<file path="config.mk">
export PLATFORM = sky130hd
export DESIGN_NAME = pwd_judge
export DESIGN_NICKNAME = d
export VERILOG_FILES = /design/src/sv/pwd_pkg.sv /design/src/sv/pwd_judge.sv
export SDC_FILE = /design/constraint.sdc
export NUM_CORES = 1
export LEC_CHECK = 0
export BUFFER_PORTS_ARGS = -buffer_cell sky130_fd_sc_hd__buf_4
export CAP_MARGIN = 20
export CORE_MARGIN = 2
export CORE_UTILIZATION = 41
export DETAILED_ROUTE_END_ITERATION = 12
export GPL_TIMING_DRIVEN = 0
export PLACE_DENSITY_LB_ADDON = 0.1
export SLEW_MARGIN = 20
export SYNTH_ARGS = -nofsm -noshare
export SYNTH_HDL_FRONTEND = slang
export SYNTH_SLANG_ARGS = --single-unit
</file>
<file path="constraint.sdc">
create_clock -name clk -period 6.9 [get_ports clk]
set_clock_uncertainty 0.2 [all_clocks]
set_input_delay 0.345 -clock clk [delete_from_list [all_inputs] [get_ports clk]]
set_output_delay 0.345 -clock clk [all_outputs]
set_load 0.1 [all_outputs]
</file>
<file path="src/sv/pwd_pkg.sv">
// pwd_pkg: shared widths, codes, reset values and control structs of the
// peak window detector. No dependencies; every other file but pwd_ram uses it.
package pwd_pkg;

	localparam int DATA_W = 8;   // pixel width
	localparam int DIM_W  = 12;  // frame size registers and configuration data
	localparam int ROW_W  = 20;  // input row counter
	localparam int Q_W    = 32;  // raster index of the next input item
	localparam int POS_W  = 23;  // raster index of the next result
	localparam int OROW_W = 22;  // row of the next result
	localparam int TOT_W  = 24;  // pixels per frame
	localparam int WORD_W = 2 * DATA_W; // line store word: middle line above upper line

	localparam int CFG_IDX_W = 2;

	// configuration register indexes
	localparam logic [CFG_IDX_W-1:0] REG_THRESHOLD = 2'd0;
	localparam logic [CFG_IDX_W-1:0] REG_LOCAL_MAX = 2'd1;
	localparam logic [CFG_IDX_W-1:0] REG_WIDTH     = 2'd2;
	localparam logic [CFG_IDX_W-1:0] REG_HEIGHT    = 2'd3;

	// input item kinds
	localparam logic OP_PIXEL = 1'b0;
	localparam logic OP_FLUSH = 1'b1;

	localparam logic [DATA_W-1:0] THRESHOLD_RESET = 8'd20;
	localparam logic [DIM_W-1:0]  WIDTH_RESET     = 12'd640;
	localparam logic [DIM_W-1:0]  HEIGHT_RESET    = 12'd480;
	localparam logic [DIM_W-1:0]  MIN_DIM         = 12'd3;

	localparam logic [DATA_W-1:0] PIX_PEAK = 8'd255;
	localparam logic [DATA_W-1:0] PIX_NONE = 8'd0;

	// output queue
	localparam int OQ_DEPTH = 4;
	localparam int OQ_PTR_W = 2;
	localparam int OQ_CNT_W = 3;

	// per-item control, decided at acceptance
	typedef struct packed {
		logic act;     // item updates line stores and window
		logic zero;    // frame already complete: feed a zero pixel
		logic emit;    // item releases one result
		logic last;    // that result closes the frame
		logic border;  // that result sits on the frame border
	} tok_t;

	// results still inside the window pipeline
	typedef struct packed {
		logic s1;
		logic s2;
	} pend_t;

endpackage

</file>
<file path="src/sv/pwd_judge.sv">
// pwd_judge: line store read-modify-write with bypass, 3x3 window held as
// column sums and maxima, and the peak decision. Uses pwd_pkg.
module pwd_judge #(
	parameter int ADDR_W = 11
) (
	input  logic                        clk,
	input  logic                        arst_n,
	input  pwd_pkg::tok_t               tok,
	input  logic [pwd_pkg::DATA_W-1:0]  px,
	input  logic [ADDR_W-1:0]           col,
	input  logic [pwd_pkg::WORD_W-1:0]  rd_data,
	output logic                        wr_en,
	output logic [ADDR_W-1:0]           wr_addr,
	output logic [pwd_pkg::WORD_W-1:0]  wr_data,
	input  logic [pwd_pkg::DATA_W-1:0]  thr,
	input  logic                        lmax,
	output logic                        res_valid,
	output logic [pwd_pkg::DATA_W-1:0]  res_pixel,
	output logic                        res_last,
	output pwd_pkg::pend_t              pend
);

	localparam int CS_W  = pwd_pkg::DATA_W + 2;  // sum of three pixels
	localparam int SUM_W = pwd_pkg::DATA_W + 4;  // sum of nine pixels
	localparam int CMP_W = SUM_W + 1;

	pwd_pkg::tok_t              tok_s1;
	logic [pwd_pkg::DATA_W-1:0] px_s1;
	logic [ADDR_W-1:0]          col_s1;
	logic                       byp_s1;
	logic [pwd_pkg::WORD_W-1:0] bdat_s1;

	logic                       emit_s2;
	logic                       last_s2;
	logic                       border_s2;

	logic [pwd_pkg::DATA_W-1:0] mid_q  [3];
	logic [CS_W-1:0]            csum_q [3];
	logic [pwd_pkg::DATA_W-1:0] cmax_q [3];

	logic [pwd_pkg::WORD_W-1:0] word;
	logic [pwd_pkg::DATA_W-1:0] up;
	logic [pwd_pkg::DATA_W-1:0] md;
	logic [CS_W-1:0]            csum_new;
	logic [pwd_pkg::DATA_W-1:0] cmax_new;

	logic [pwd_pkg::DATA_W-1:0] y;
	logic [pwd_pkg::DATA_W-1:0] mx;
	logic [SUM_W-1:0]           sum;
	logic [SUM_W-1:0]           y9;
	logic [SUM_W-1:0]           thr9;
	logic                       peak;

	// stage 1: line store word arrives
	always_ff @(posedge clk or negedge arst_n) begin
		if (!arst_n) begin
			tok_s1 <= '0;
			byp_s1 <= 1'b0;
		end else begin
			tok_s1 <= tok;
			// same column written now and read now: the read sees stale data
			byp_s1 <= tok_s1.act && tok.act && (col_s1 == col);
		end
	end

	always_ff @(posedge clk) begin
		if (tok.act) begin
			px_s1  <= tok.zero ? pwd_pkg::PIX_NONE : px;
			col_s1 <= col;
		end
		bdat_s1 <= wr_data;
	end

	always_comb begin
		word    = byp_s1 ? bdat_s1 : rd_data;
		md      = word[pwd_pkg::WORD_W-1:pwd_pkg::DATA_W];
		up      = word[pwd_pkg::DATA_W-1:0];
		wr_en   = tok_s1.act;
		wr_addr = col_s1;
		wr_data = {px_s1, md};   // middle line moves up, new pixel becomes middle

		csum_new = CS_W'(up) + CS_W'(md) + CS_W'(px_s1);
		cmax_new = (up > md) ? up : md;
		if (px_s1 > cmax_new) begin
			cmax_new = px_s1;
		end
	end

	// shift the window one column left, new column on the right
	always_ff @(posedge clk or negedge arst_n) begin
		if (!arst_n) begin
			for (int i = 0; i < 3; i++) begin
				mid_q[i]  <= '0;
				csum_q[i] <= '0;
				cmax_q[i] <= '0;
			end
			emit_s2 <= 1'b0;
		end else begin
			if (tok_s1.act) begin
				mid_q[0]  <= mid_q[1];
				mid_q[1]  <= mid_q[2];
				mid_q[2]  <= md;
				csum_q[0] <= csum_q[1];
				csum_q[1] <= csum_q[2];
				csum_q[2] <= csum_new;
				cmax_q[0] <= cmax_q[1];
				cmax_q[1] <= cmax_q[2];
				cmax_q[2] <= cmax_new;
			end
			emit_s2 <= tok_s1.act && tok_s1.emit;
		end
	end

	always_ff @(posedge clk) begin
		last_s2   <= tok_s1.last;
		border_s2 <= tok_s1.border;
	end

	// stage 2: decide
	always_comb begin
		y    = mid_q[1];
		sum  = SUM_W'(csum_q[0]) + SUM_W'(csum_q[1]) + SUM_W'(csum_q[2]);
		y9   = SUM_W'({y, 3'b000}) + SUM_W'(y);
		thr9 = SUM_W'({thr, 3'b000}) + SUM_W'(thr);
		peak = CMP_W'(y9) > (CMP_W'(sum) + CMP_W'(thr9));
		mx   = (cmax_q[0] > cmax_q[1]) ? cmax_q[0] : cmax_q[1];
		if (cmax_q[2] > mx) begin
			mx = cmax_q[2];
		end

		priority if (border_s2) begin
			res_pixel = y;
		end else if (lmax && (y != mx)) begin
			res_pixel = pwd_pkg::PIX_NONE;
		end else if (peak) begin
			res_pixel = pwd_pkg::PIX_PEAK;
		end else begin
			res_pixel = pwd_pkg::PIX_NONE;
		end
	end

	assign res_valid = emit_s2;
	assign res_last  = last_s2;
	assign pend.s1   = tok_s1.act && tok_s1.emit;
	assign pend.s2   = emit_s2;

endmodule

</file>
==> metrics.md <==
| Metric | Value |
|---|---|
| Post-Syn Area | `0.00767 mm^2` |
| WL/cell | `17.9 um` |
| Data arrival, critical path | `6.06 ns` |
| Rel. slew slack | `52.6%` |
| Post-synth EDFFs | `19` |
| CTS tree | `done` |
| Post-synthesis sequential area ratio | `36.9%` |
| Antenna viol nets, final | `0` |
| Antenna diodes | `0` |
| I/O pin total | `91` |
| Vias in the first global route | `6,328` |
| TritonRoute pass-1 iters | `4` |
| Uppermost layer routed | `met4` |
| Tmin final | `6.61 ns` |
| Slew of the pin with the lowest slew margin | `0.711 ns` |
| # H-tree levels | `4` |
| Yosys Warn Count | `0` |
| # rows | `50` |
| Sum of buffers and inverters on the critical path | `3` |
| Max Root-Sink Buffers | `2` |
| Die area | `0.0198 mm^2` |
| I/O Buffers | `89` |
| Crit-path most repeated cell | `fa_1` |
| Initial DRC count | `229` |
| Routed via count | `5,994` |
| Synth Net Count | `915` |
| Worst min path class | `in2reg` |
| Area Overhead vs Synth | `23.2%` |
| Via/cell ratio | `5.32` |
| Remaining global-route overflow | `0` |
| TNS Setup | `0 ns` |
| Die Y | `141 um` |
| DR DRC count | `0` |
| DP Worst Slack | `0.570 ns` |
| Max FO, Critical Path | `8` |
| Placed instance count | `1,078` |
| RSZ-0062 raised after global routing | `false` |
| Max Slew Vio Count | `0` |
| Post-route insts no fill | `1,126` |
| Met2 routed WL | `9490 um` |
| Critical Path RT | `6.36 ns` |
| GPL Wtd Cong | `0.855` |
| Period utilization | `95.7%` |
| First-pass GRT wire length | `33,200 um` |
| Most common flop cell mapped by yosys | `dfrtp_1` |
| Total routed wirelength | `20,200 um` |
| Met1 WL | `9310 um` |
| FF+latch count, synth | `113` |
| Clock sink count | `113` |
| Count of cell types in the netlist | `58` |
| CP max stage cell | `fa_1` |
| Outcome | `complete, no violations` |
| Final Util | `51.0%` |
| Gate Count Post-Synth | `755` |
| Max Cap Violations | `0` |
| Final WS setup | `0.295 ns` |
| FMAX | `0.151 GHz` |
| Pin count of the biggest net entering global routing | `77` |
| Fillers | `1,721` |
| Clock Tree Root | `clkbuf_16` |
| Num CTS Buffers | `17` |
| CORE AREA | `0.0185 mm^2` |
| Final hold vios | `0` |
| Setup CP Type | `reg2out` |
| Die Width | `141 um` |
| Largest stage delay on the critical path | `0.52 ns` |
| Post-CTS setup buffers | `0` |
| Layout cell share with drive strength beyond 1 | `19.3%` |
| Mean post-synth cell area | `10.2 um^2` |
| Critical Path, Cell by Cell | `inv_1, fa_1, inv_1, fa_1, fa_1, fa_1, a21o_1, a21oi_1, nor2b_1, o21a_1, o41ai_1, xor2_1, ha_1, a211o_1, a21oi_1, a311oi_1, o221a_2, a21oi_1, a311oi_2, buf_4` |
| Clock Latency Late Sink | `0.42 ns` |
| Routed length on met3 | `902 um` |
| Crit start category | `register` |
| Most common cell after layout, fill and taps aside | `inv_1` |
| Starting Density | `41.4%` |
| Overall routing resource usage | `21.5%` |
| Post-synth ARST share | `67.3%` |
| Worst path top cell family by delay | `compound AO/OA/AOI/OAI gates` |
| Clock Pin Slew Worst Setup and Hold Paths | `0.06 ns` |
| Hpwl dp | `15,600 um` |
| Final Setup Violations | `0` |
| Most frequent cells in the layout | `inv_1 (100), buf_4 (89), dfrtp_1 (76)` |
| Nets | `1,039` |
| Crit. End Element | `output port` |
| Initial antenna violation count | `0` |
==> layout make-up <==
cell class	count	area (um^2)	area share, %
Timing Repair Buffer	105	832	8.81
Sequential cell	113	2830	30.0
Inverter	100	375	3.97
Buffer	23	90.1	0.954
Clock buffer	19	443	4.69
Clock inverter	13	163	1.72
Tap cell	234	293	3.10
Multi-Input combinational cell	519	4420	46.8
==> worst reg2reg max path, stage by stage (launching register included) <==
cell and delay, ns:
dfrtp_1 0.32, clkbuf_1 0.48, buf_1 0.57, mux2_2 0.45, ha_1 0.29, nor2b_1 0.14
o21a_1 0.16, o21a_1 0.16, o21ai_1 0.11, a21oi_1 0.11, o31ai_4 0.49, mux2i_1 0.44
ha_1 0.32, nor2b_1 0.14, o21ai_0 0.15, nand2b_1 0.08, a21oi_1 0.13, o21ai_0 0.08
o21a_1 0.10, clkbuf_1 0.21, and3_1 0.25, a211o_1 0.23
==> per-stage QoR <==
step,area (um^2),hold WS [ns]
3_5_place_dp,8680,0.128
2_1_floorplan,7720,-0.151
5_1_grt,9450,0.0225
4_1_cts,9440,0.00614
3_3_place_gp,8680,0.125
6_report,9450,0.0201
==> what timing repair did <==
action,4_1_cts,5_1_grt
resized for setup,0,0
hold endpoints to repair,91,0
hold buffers,16,0
==> routing by layer <==
layer  vias up  global-route usage (%)
met5         -                       0
met4         0                    8.05
met3        37                    3.97
met2       147                    35.2
met1      2945                    28.7
li1       2865                       -
==> synthesized netlist by cell type, types with 9 or more instances <==
cell type,number,share of area [%]
inv_1,100,4.9
clkbuf_1,16,0.78
dfrtp_1,76,25
ha_1,73,12
a311oi_1,10,1.1
nor3_1,9,0.59
mux2_2,31,4.6
edfxtp_1,19,7.4
xnor2_1,24,2.7
nor2b_1,23,1.9
a21oi_1,52,3.4
nand2b_1,9,0.73
fa_1,36,9.4
nand3_1,19,1.2
mux2i_1,19,2.5
a21o_1,10,0.98
nor2_1,26,1.3
dfxtp_1,18,4.7
nand2_1,46,2.3
o21ai_0,43,2.8
a31oi_1,9,0.73
==> flip-flops by register name, indices dropped and copies added (netlist names) <==
| register | cells |
|---|---|
| cmax_q | 24 |
| res_valid | 1 |
| tok_s1 | 3 |
| mid_q | 8 |
| border_s2 | 1 |
| wr_addr | 11 |
| res_last | 1 |
| wr_en | 1 |
| y | 8 |
| byp_s1 | 1 |
| bdat_s1 | 16 |
| csum_q | 30 |
| px_s1 | 8 |
==> cells by family after synthesis <==
family / count (synthesis) / synth area share [%]
AOI/OAI and AO/OA: 172 / 14.6
xor gates and xnor gates: 32 / 3.66
adders and majority gates: 109 / 21.3
buffers and inverters: 123 / 6.07
DFF: 113 / 36.9
muxes: 50 / 7.03
and+or+nand+nor: 156 / 10.3
==> worst paths after layout <==
check,start,end,slack (ns),cells after the start
worst min-delay path,px[1],px_s1[1],0.02,2
max in group asynchronous,arst_n,csum_q[5],5.67,2
worst max register to register,byp_s1,cmax_q[0],1.15,21
worst min register to register,tok_s1[0],border_s2,0.14,0
min in group asynchronous,arst_n,tok_s1[1],0.34,2
worst max-delay path,csum_q[3],res_pixel[3],0.29,20
Power is left out: the tool's default activity adds up to more than one toggle a clock period on the data nets, which glitch-free logic cannot reach.
