## src/sv/pwd_pkg.sv

```systemverilog
// pwd_pkg: shared widths, codes, reset values and control structs of the
// peak window detector. No dependencies; every other file but pwd_ram uses it.
package pwd_pkg;

	localparam int DATA_W = 8;   // pixel width
	localparam int DIM_W  = 12;  // frame size registers and configuration data
	localparam int ROW_W  = 20;  // input row counter
	localparam int Q_W    = 32;  // raster index of the next input item
	localparam int POS_W  = 23;  // raster index of the next result
	localparam int OROW_W = 22;  // row of the next result
	localparam int TOT_W  = 24;  // pixels per frame
	localparam int WORD_W = 2 * DATA_W; // line store word: middle line above upper line

	localparam int CFG_IDX_W = 2;

	// configuration register indexes
	localparam logic [CFG_IDX_W-1:0] REG_THRESHOLD = 2'd0;
	localparam logic [CFG_IDX_W-1:0] REG_LOCAL_MAX = 2'd1;
	localparam logic [CFG_IDX_W-1:0] REG_WIDTH     = 2'd2;
	localparam logic [CFG_IDX_W-1:0] REG_HEIGHT    = 2'd3;

	// input item kinds
	localparam logic OP_PIXEL = 1'b0;
	localparam logic OP_FLUSH = 1'b1;

	localparam logic [DATA_W-1:0] THRESHOLD_RESET = 8'd20;
	localparam logic [DIM_W-1:0]  WIDTH_RESET     = 12'd640;
	localparam logic [DIM_W-1:0]  HEIGHT_RESET    = 12'd480;
	localparam logic [DIM_W-1:0]  MIN_DIM         = 12'd3;

	localparam logic [DATA_W-1:0] PIX_PEAK = 8'd255;
	localparam logic [DATA_W-1:0] PIX_NONE = 8'd0;

	// output queue
	localparam int OQ_DEPTH = 4;
	localparam int OQ_PTR_W = 2;
	localparam int OQ_CNT_W = 3;

	// per-item control, decided at acceptance
	typedef struct packed {
		logic act;     // item updates line stores and window
		logic zero;    // frame already complete: feed a zero pixel
		logic emit;    // item releases one result
		logic last;    // that result closes the frame
		logic border;  // that result sits on the frame border
	} tok_t;

	// results still inside the window pipeline
	typedef struct packed {
		logic s1;
		logic s2;
	} pend_t;

endpackage

```

## src/sv/pwd_div.sv

```systemverilog
// pwd_div: restoring divider, one quotient bit per cycle.
// Splits a result raster index into row and column. Uses pwd_pkg.
module pwd_div (
	input  logic                       clk,
	input  logic                       arst_n,
	input  logic                       start,
	input  logic [pwd_pkg::POS_W-1:0]  dividend,
	input  logic [pwd_pkg::DIM_W-1:0]  divisor,
	output logic                       busy,
	output logic [pwd_pkg::POS_W-1:0]  quotient,
	output logic [pwd_pkg::DIM_W-1:0]  remainder
);

	localparam int CNT_W = $clog2(pwd_pkg::POS_W + 1);

	logic [pwd_pkg::DIM_W-1:0] rem_q;
	logic [pwd_pkg::POS_W-1:0] quo_q;
	logic [CNT_W-1:0]          cnt_q;
	logic                      busy_q;
	logic [pwd_pkg::DIM_W:0]   trial;
	logic [pwd_pkg::DIM_W:0]   diff;
	logic                      take;

	always_comb begin
		trial = {rem_q, quo_q[pwd_pkg::POS_W-1]};
		take  = trial >= {1'b0, divisor};
		diff  = trial - {1'b0, divisor};
	end

	always_ff @(posedge clk or negedge arst_n) begin
		if (!arst_n) begin
			busy_q <= 1'b0;
			cnt_q  <= '0;
		end else if (start) begin
			busy_q <= 1'b1;
			cnt_q  <= CNT_W'(pwd_pkg::POS_W);
		end else if (busy_q) begin
			cnt_q <= cnt_q - 1'b1;
			if (cnt_q == CNT_W'(1)) begin
				busy_q <= 1'b0;
			end
		end
	end

	// shift one dividend bit in, subtract where it fits
	always_ff @(posedge clk) begin
		if (start) begin
			rem_q <= '0;
			quo_q <= dividend;
		end else if (busy_q) begin
			rem_q <= take ? diff[pwd_pkg::DIM_W-1:0] : trial[pwd_pkg::DIM_W-1:0];
			quo_q <= {quo_q[pwd_pkg::POS_W-2:0], take};
		end
	end

	assign busy      = busy_q;
	assign quotient  = quo_q;
	assign remainder = rem_q;

endmodule

```

## src/sv/pwd_pos.sv

```systemverilog
// pwd_pos: input and result position counters, frame bookkeeping and the
// settle sequence after reset or any configuration write. Uses pwd_pkg and pwd_div.
module pwd_pos #(
	parameter int ADDR_W = 11
) (
	input  logic                      clk,
	input  logic                      arst_n,
	input  logic                      cfg_wr,
	input  logic [pwd_pkg::DIM_W-1:0] w,
	input  logic [pwd_pkg::DIM_W-1:0] h,
	input  logic                      fire,
	input  logic                      flush,
	output logic                      ready,
	output logic [ADDR_W-1:0]         col,
	output pwd_pkg::tok_t             tok
);

	localparam int XW   = ((ADDR_W > pwd_pkg::DIM_W) ? ADDR_W : pwd_pkg::DIM_W) + 1;
	localparam int ORW1 = pwd_pkg::OROW_W + 1;

	localparam logic [1:0] ST_RUN = 2'd0;
	localparam logic [1:0] ST_MUL = 2'd1;
	localparam logic [1:0] ST_DIV = 2'd2;

	logic [1:0]                 state_q;
	logic [pwd_pkg::Q_W-1:0]    q_q;
	logic [pwd_pkg::ROW_W-1:0]  row_q;
	logic [ADDR_W-1:0]          col_q;
	logic [pwd_pkg::POS_W-1:0]  op_q;
	logic [pwd_pkg::OROW_W-1:0] orow_q;
	logic [ADDR_W-1:0]          ocol_q;
	logic [pwd_pkg::TOT_W-1:0]  total_q;

	logic                       div_start;
	logic                       div_busy;
	logic [pwd_pkg::POS_W-1:0]  div_quo;
	logic [pwd_pkg::DIM_W-1:0]  div_rem;

	logic [pwd_pkg::DIM_W:0]    wp1;
	logic                       complete;
	logic                       emit;
	logic                       last;
	logic                       border;
	logic                       wrap;
	logic                       owrap;

	assign div_start = (state_q == ST_MUL);

	pwd_div u_div (
		.clk       (clk),
		.arst_n    (arst_n),
		.start     (div_start),
		.dividend  (op_q),
		.divisor   (w),
		.busy      (div_busy),
		.quotient  (div_quo),
		.remainder (div_rem)
	);

	always_comb begin
		wp1      = {1'b0, w} + 1'b1;
		complete = q_q >= pwd_pkg::Q_W'(total_q);
		emit     = q_q >= pwd_pkg::Q_W'(wp1);
		last     = ({1'b0, op_q} + 1'b1) >= total_q;
		border   = (orow_q == '0) || (ORW1'(orow_q) + ORW1'(2) > ORW1'(h)) ||
		           (ocol_q == '0) || (XW'(ocol_q) + XW'(2) > XW'(w));
		wrap     = XW'(col_q) + XW'(1) >= XW'(w);
		owrap    = XW'(ocol_q) + XW'(1) >= XW'(w);

		tok.act    = fire && (complete || (flush == pwd_pkg::OP_PIXEL));
		tok.zero   = complete;
		tok.emit   = emit;
		tok.last   = last;
		tok.border = border;
	end

	assign ready = (state_q == ST_RUN);
	assign col   = col_q;

	// settle: rebuild the linear index and the result row/column for new sizes
	always_ff @(posedge clk or negedge arst_n) begin
		if (!arst_n) begin
			state_q <= ST_MUL;
		end else if (cfg_wr) begin
			state_q <= ST_MUL;
		end else begin
			unique case (state_q)
				ST_MUL: state_q <= ST_DIV;
				ST_DIV: if (!div_busy) begin
					state_q <= ST_RUN;
				end
				ST_RUN: state_q <= ST_RUN;
				default: state_q <= ST_MUL;
			endcase
		end
	end

	always_ff @(posedge clk or negedge arst_n) begin
		if (!arst_n) begin
			q_q     <= '0;
			row_q   <= '0;
			col_q   <= '0;
			op_q    <= '0;
			orow_q  <= '0;
			ocol_q  <= '0;
			total_q <= '0;
		end else if (state_q == ST_MUL) begin
			q_q     <= pwd_pkg::Q_W'(row_q) * pwd_pkg::Q_W'(w) + pwd_pkg::Q_W'(col_q);
			total_q <= pwd_pkg::TOT_W'(w) * pwd_pkg::TOT_W'(h);
		end else if (state_q == ST_DIV) begin
			if (!div_busy) begin
				orow_q <= div_quo[pwd_pkg::OROW_W-1:0];
				ocol_q <= ADDR_W'(div_rem);
			end
		end else if (tok.act) begin
			if (emit && last) begin
				q_q    <= '0;
				row_q  <= '0;
				col_q  <= '0;
				op_q   <= '0;
				orow_q <= '0;
				ocol_q <= '0;
			end else begin
				if (wrap) begin
					col_q <= '0;
					row_q <= row_q + 1'b1;
					q_q   <= q_q - pwd_pkg::Q_W'(col_q) + pwd_pkg::Q_W'(w);
				end else begin
					col_q <= col_q + 1'b1;
					q_q   <= q_q + 1'b1;
				end
				if (emit) begin
					op_q <= op_q + 1'b1;
					if (owrap) begin
						ocol_q <= '0;
						orow_q <= orow_q + 1'b1;
					end else begin
						ocol_q <= ocol_q + 1'b1;
					end
				end
			end
		end
	end

endmodule

```

## config.mk

```make
export PLATFORM = sky130hd
export DESIGN_NAME = pwd_pos
export DESIGN_NICKNAME = d
export VERILOG_FILES = /design/src/sv/pwd_pkg.sv /design/src/sv/pwd_div.sv /design/src/sv/pwd_pos.sv
export SDC_FILE = /design/constraint.sdc
export NUM_CORES = 2
export LEC_CHECK = 0
export BUFFER_PORTS_ARGS = -buffer_cell sky130_fd_sc_hd__buf_2
export CAP_MARGIN = 15
export CORE_MARGIN = 2
export CORE_UTILIZATION = 50
export CTS_BUF_LIST = sky130_fd_sc_hd__clkbuf_8
export DETAILED_ROUTE_END_ITERATION = 8
export PLACE_DENSITY = 0.66
export SETUP_SLACK_MARGIN = 0.02
export SLEW_MARGIN = 5
export SYNTH_ARGS = -nofsm -noshare
export SYNTH_HDL_FRONTEND = slang
export SYNTH_HIERARCHICAL = 1
export SYNTH_SLANG_ARGS = --single-unit
```

## constraint.sdc

```tcl
create_clock -name clk -period 7.3 [get_ports clk]
set_clock_uncertainty 0.15 [all_clocks]
set_input_delay 0 -clock clk [delete_from_list [all_inputs] [get_ports clk]]
set_output_delay 0 -clock clk [all_outputs]
set_load 0.02 [all_outputs]
```

==> flow_summary.json <==
{
  "status": "completed",
  "placeableCoreArea_sq_um": 57370,
  "final_common_cell": "inv_1",
  "synth-simple-area-share": 0.1702,
  "synth-edff-count": 23,
  "finalCritPeriodShare": 0.8830,
  "layout_common_cells": "inv_1 (549), nand2_1 (436), ha_1 (350)",
  "place_area_sq_um": 29730,
  "grt_pass1_vias": 23260,
  "cts.path.max_buffers": 2,
  "drc": 0,
  "cp_max_fo": 18,
  "clock_sinks": 186,
  "seqCellArea_sq_um": 4711,
  "cts_made_buffers": 17,
  "post-dp-hpwl_microns": 66050,
  "critical_path.top_delay_family": "adder cells",
  "post_synth.cell_area_avg_sq_um": 8.463,
  "synth.mux.area_fraction": 0.01295,
  "cts_htree_levels": 4,
  "rsz0062_at_grt": "no",
  "hold_viol": 0,
  "fill_cells": 5468,
  "cts-root-buf": "clkbuf_8",
  "via_per_inst": 5.719,
  "critPathKind": "flop to flop",
  "synth-main-ff-cell": "dfrtp_1",
  "power.total_w": 0.009978,
  "ys_types": 96,
  "syn-cell-area_sq_um": 28890,
  "synthesis.nets": 4096,
  "drv_cap": 0,
  "synthXorXnorAreaFrac": 0.05305,
  "slowest_stage": "dfrtp_1",
  "grtUsageTotal": 0.2865,
  "async_flop_share": 0.8118,
  "cts_tree": "done",
  "crit_cells": 19,
  "ir_worst_vdd_mv": 0.2012,
  "critical_path_required_ns": 7.62,
  "antenna_found_initial": 4,
  "dp_slack_ns": 0.9392,
  "setup_ws_ns": 0.8539,
  "cp-endpoint": "q_q[27]",
  "finalSetupViolCount": 0,
  "worstMarginPinSlew_ns": 1.099,
  "clk_pin_slew_ns": 0.11,
  "final.setup.tns_ns": 0,
  "grt_pass1_wl_microns": 132300,
  "drtPass1Iterations": 6,
  "max_slew_margin": 0.2646,
  "place.gp.congestion": 0.9163,
  "drive_gt1_frac": 0.05938,
  "synthTopCellsByArea": "fa_1 (21%), ha_1 (15%), dfrtp_1 (13%), inv_1 (7.1%), nand2_1 (5.7%)",
  "wirelength_microns": 83620,
  "critPathCaptureType": "flop",
  "path_cells": "nand2_1, fa_1, fa_1, inv_1, fa_1, fa_1, inv_1, fa_1, inv_1, ha_1, a211oi_1, o21ai_0, o21ai_1, o31ai_1, a211oi_2, o21bai_1, xor2_1, a22oi_1, o21ai_0",
  "ioPinCount": 46,
  "worstReg2RegEnd": "q_q[27]",
  "setup.worst_path.start": "row_q[2]",
  "worst-path-buf-inv": 3,
  "vias": 23750,
  "avgRoutedWirePerCell_microns": 20.14,
  "netlist.area_leader.share": 0.2092,
  "crit_path_max_incr_delay_ns": 0.78,
  "dieArea_sq_um": 59720,
  "nNetsFinal": 4054,
  "rr_worst_depth": 19,
  "p_per_area_nw_per_um2": 329.6,
  "hold_path_class": "primary input to flop",
  "syn_to_final_growth_pct": 4.768,
  "port_buffers": 45,
  "synth_adder_area_share": 0.3613,
  "reg2reg_from": "row_q[2]",
  "grt_overflow": 0,
  "whs_ns": 0.1167,
  "synth_cells": 3414,
  "r2r_slack_ns": 0.85,
  "ant_nets": 0,
  "die_h_microns": 244.4,
  "crit_path_frequent_cell": "fa_1",
  "die_w_microns": 244.4,
  "synth_top_family_by_area": "adder cells",
  "rows": 88,
  "synth_compound_area_frac": 0.1442,
  "initial_utilization": 0.5037,
  "grt_start_max_net_pins": 65,
  "multiInputGateArea_sq_um": 21460,
  "cp_data_arrival_time_ns": 6.77,
  "report.final.slew_viol_count": 0,
  "yosysSeqAreaShare": 0.1630,
  "cts_setup_buffers": 0,
  "max_clock_freq_mhz": 155.1,
  "yosysTopAreaCell": "fa_1",
  "ys_ff_latch": 186,
  "synth_warnings": 6,
  "p_leak_nw": 14.98,
  "critPathLaunchType": "flop",
  "clock_latency_ns": 0.60,
  "stdcell_area_sq_um": 30270,
  "drt_iter0_drc": 2037,
  "finalCriticalPeriod_ns": 6.446
}
[cells in the mapped netlist (21+ instances only)]
cell and number:
nor2_1 193, mux2_2 27, fa_1 302, a211oi_1 28
clkbuf_1 114, nand4_1 40, ha_1 351, o21ai_0 136
and3_1 42, xor2_1 52, inv_1 549, nor3_1 32
xnor2_1 123, nand3_1 92, dfrtp_1 150, a22o_1 27
a21o_1 45, nand2_1 436, and2_1 85, buf_2 21
nand2b_1 23, edfxtp_1 23, a21oi_1 128
[flip-flops by register name, indices dropped and copies added (netlist names), 5 cells and up]
name             flops
op_q                23
u_div/quotient      23
ocol_q              11
orow_q              22
u_div/cnt_q          5
row_q               20
u_div/remainder     12
q_q                 32
total_q             24
col                 11
[worst min-delay path: cells and delay by family]
family,cells,cell delay [ns]
buffers and inverters,2,0.45
and+or+nand+nor,2,0.19
adders and majority gates,1,0.13
AOI/OAI and AO/OA,1,0.06
[worst min path at each step]
stage	start	cells after the start	slack (ns)	end
global route	h[1]	6	0.16	total_q[1]
global placement	arst_n	1	-0.16	orow_q[19]
floorplan	arst_n	0	-0.45	col[0]
CTS	h[1]	6	0.04	total_q[1]
finish	h[1]	6	0.12	total_q[1]
detailed placement	arst_n	1	-0.16	orow_q[19]
[per-stage QoR]
step | std cells | utilization
3_5_place_dp | 4109 | 0.5183
2_1_floorplan | 3414 | -
4_1_cts | 4150 | 0.5276
6_report | 4152 | 0.5277
3_3_place_gp | 4109 | 0.5183
5_1_grt | 4151 | 0.5276
[power by group]
| group | switching (W) | internal (W) | total (W) |
|---|---|---|---|
| clock network | 0.000500 | 0.000292 | 0.000792 |
| logic | 0.00433 | 0.00287 | 0.00720 |
| registers | 0.000586 | 0.00140 | 0.00199 |
| total | 0.00541 | 0.00456 | 0.00998 |
[metal layers]
metal / part of all wire / wire, microns / vias to the layer above / track usage
li1: - / - / 11200 / -
met1: 0.46 / 38580 / 11480 / 0.4171
met2: 0.42 / 35420 / 957 / 0.4220
met3: 0.090 / 7539 / 115 / 0.07046
met4: 0.025 / 2079 / 0 / 0.07963
met5: 0 / 0 / - / 0
[cell type report]
class                   instances  share of cell area
flip-flops and latches        186              0.1556
multi-input cells            2518              0.7090
repair buffers                 91             0.02038
well taps                     765             0.03162
clock buffers                  17            0.007729
diodes                          2           0.0001653
inverters                     558             0.06919
clock inverters                15            0.006324
[timing repair]
item,4_1_cts,5_1_grt
hold endpoints to repair,172,0
hold buffers,9,0
resized for setup,0,0
[cell families (layout without fill, tap and decap cells)]
| logic type | count (synthesis) | after routing |
|---|---|---|
| other | 0 | 2 |
| XOR/XNOR | 175 | 175 |
| AO/OA/AOI/OAI | 613 | 613 |
| flip-flops | 186 | 186 |
| AND/OR/NAND/NOR | 1043 | 1043 |
| multiplexers | 34 | 34 |
| buffers and inverters | 710 | 681 |
| adder cells (fa/ha/maj) | 653 | 653 |
No activity file was read; power rests on OpenSTA's default activity.
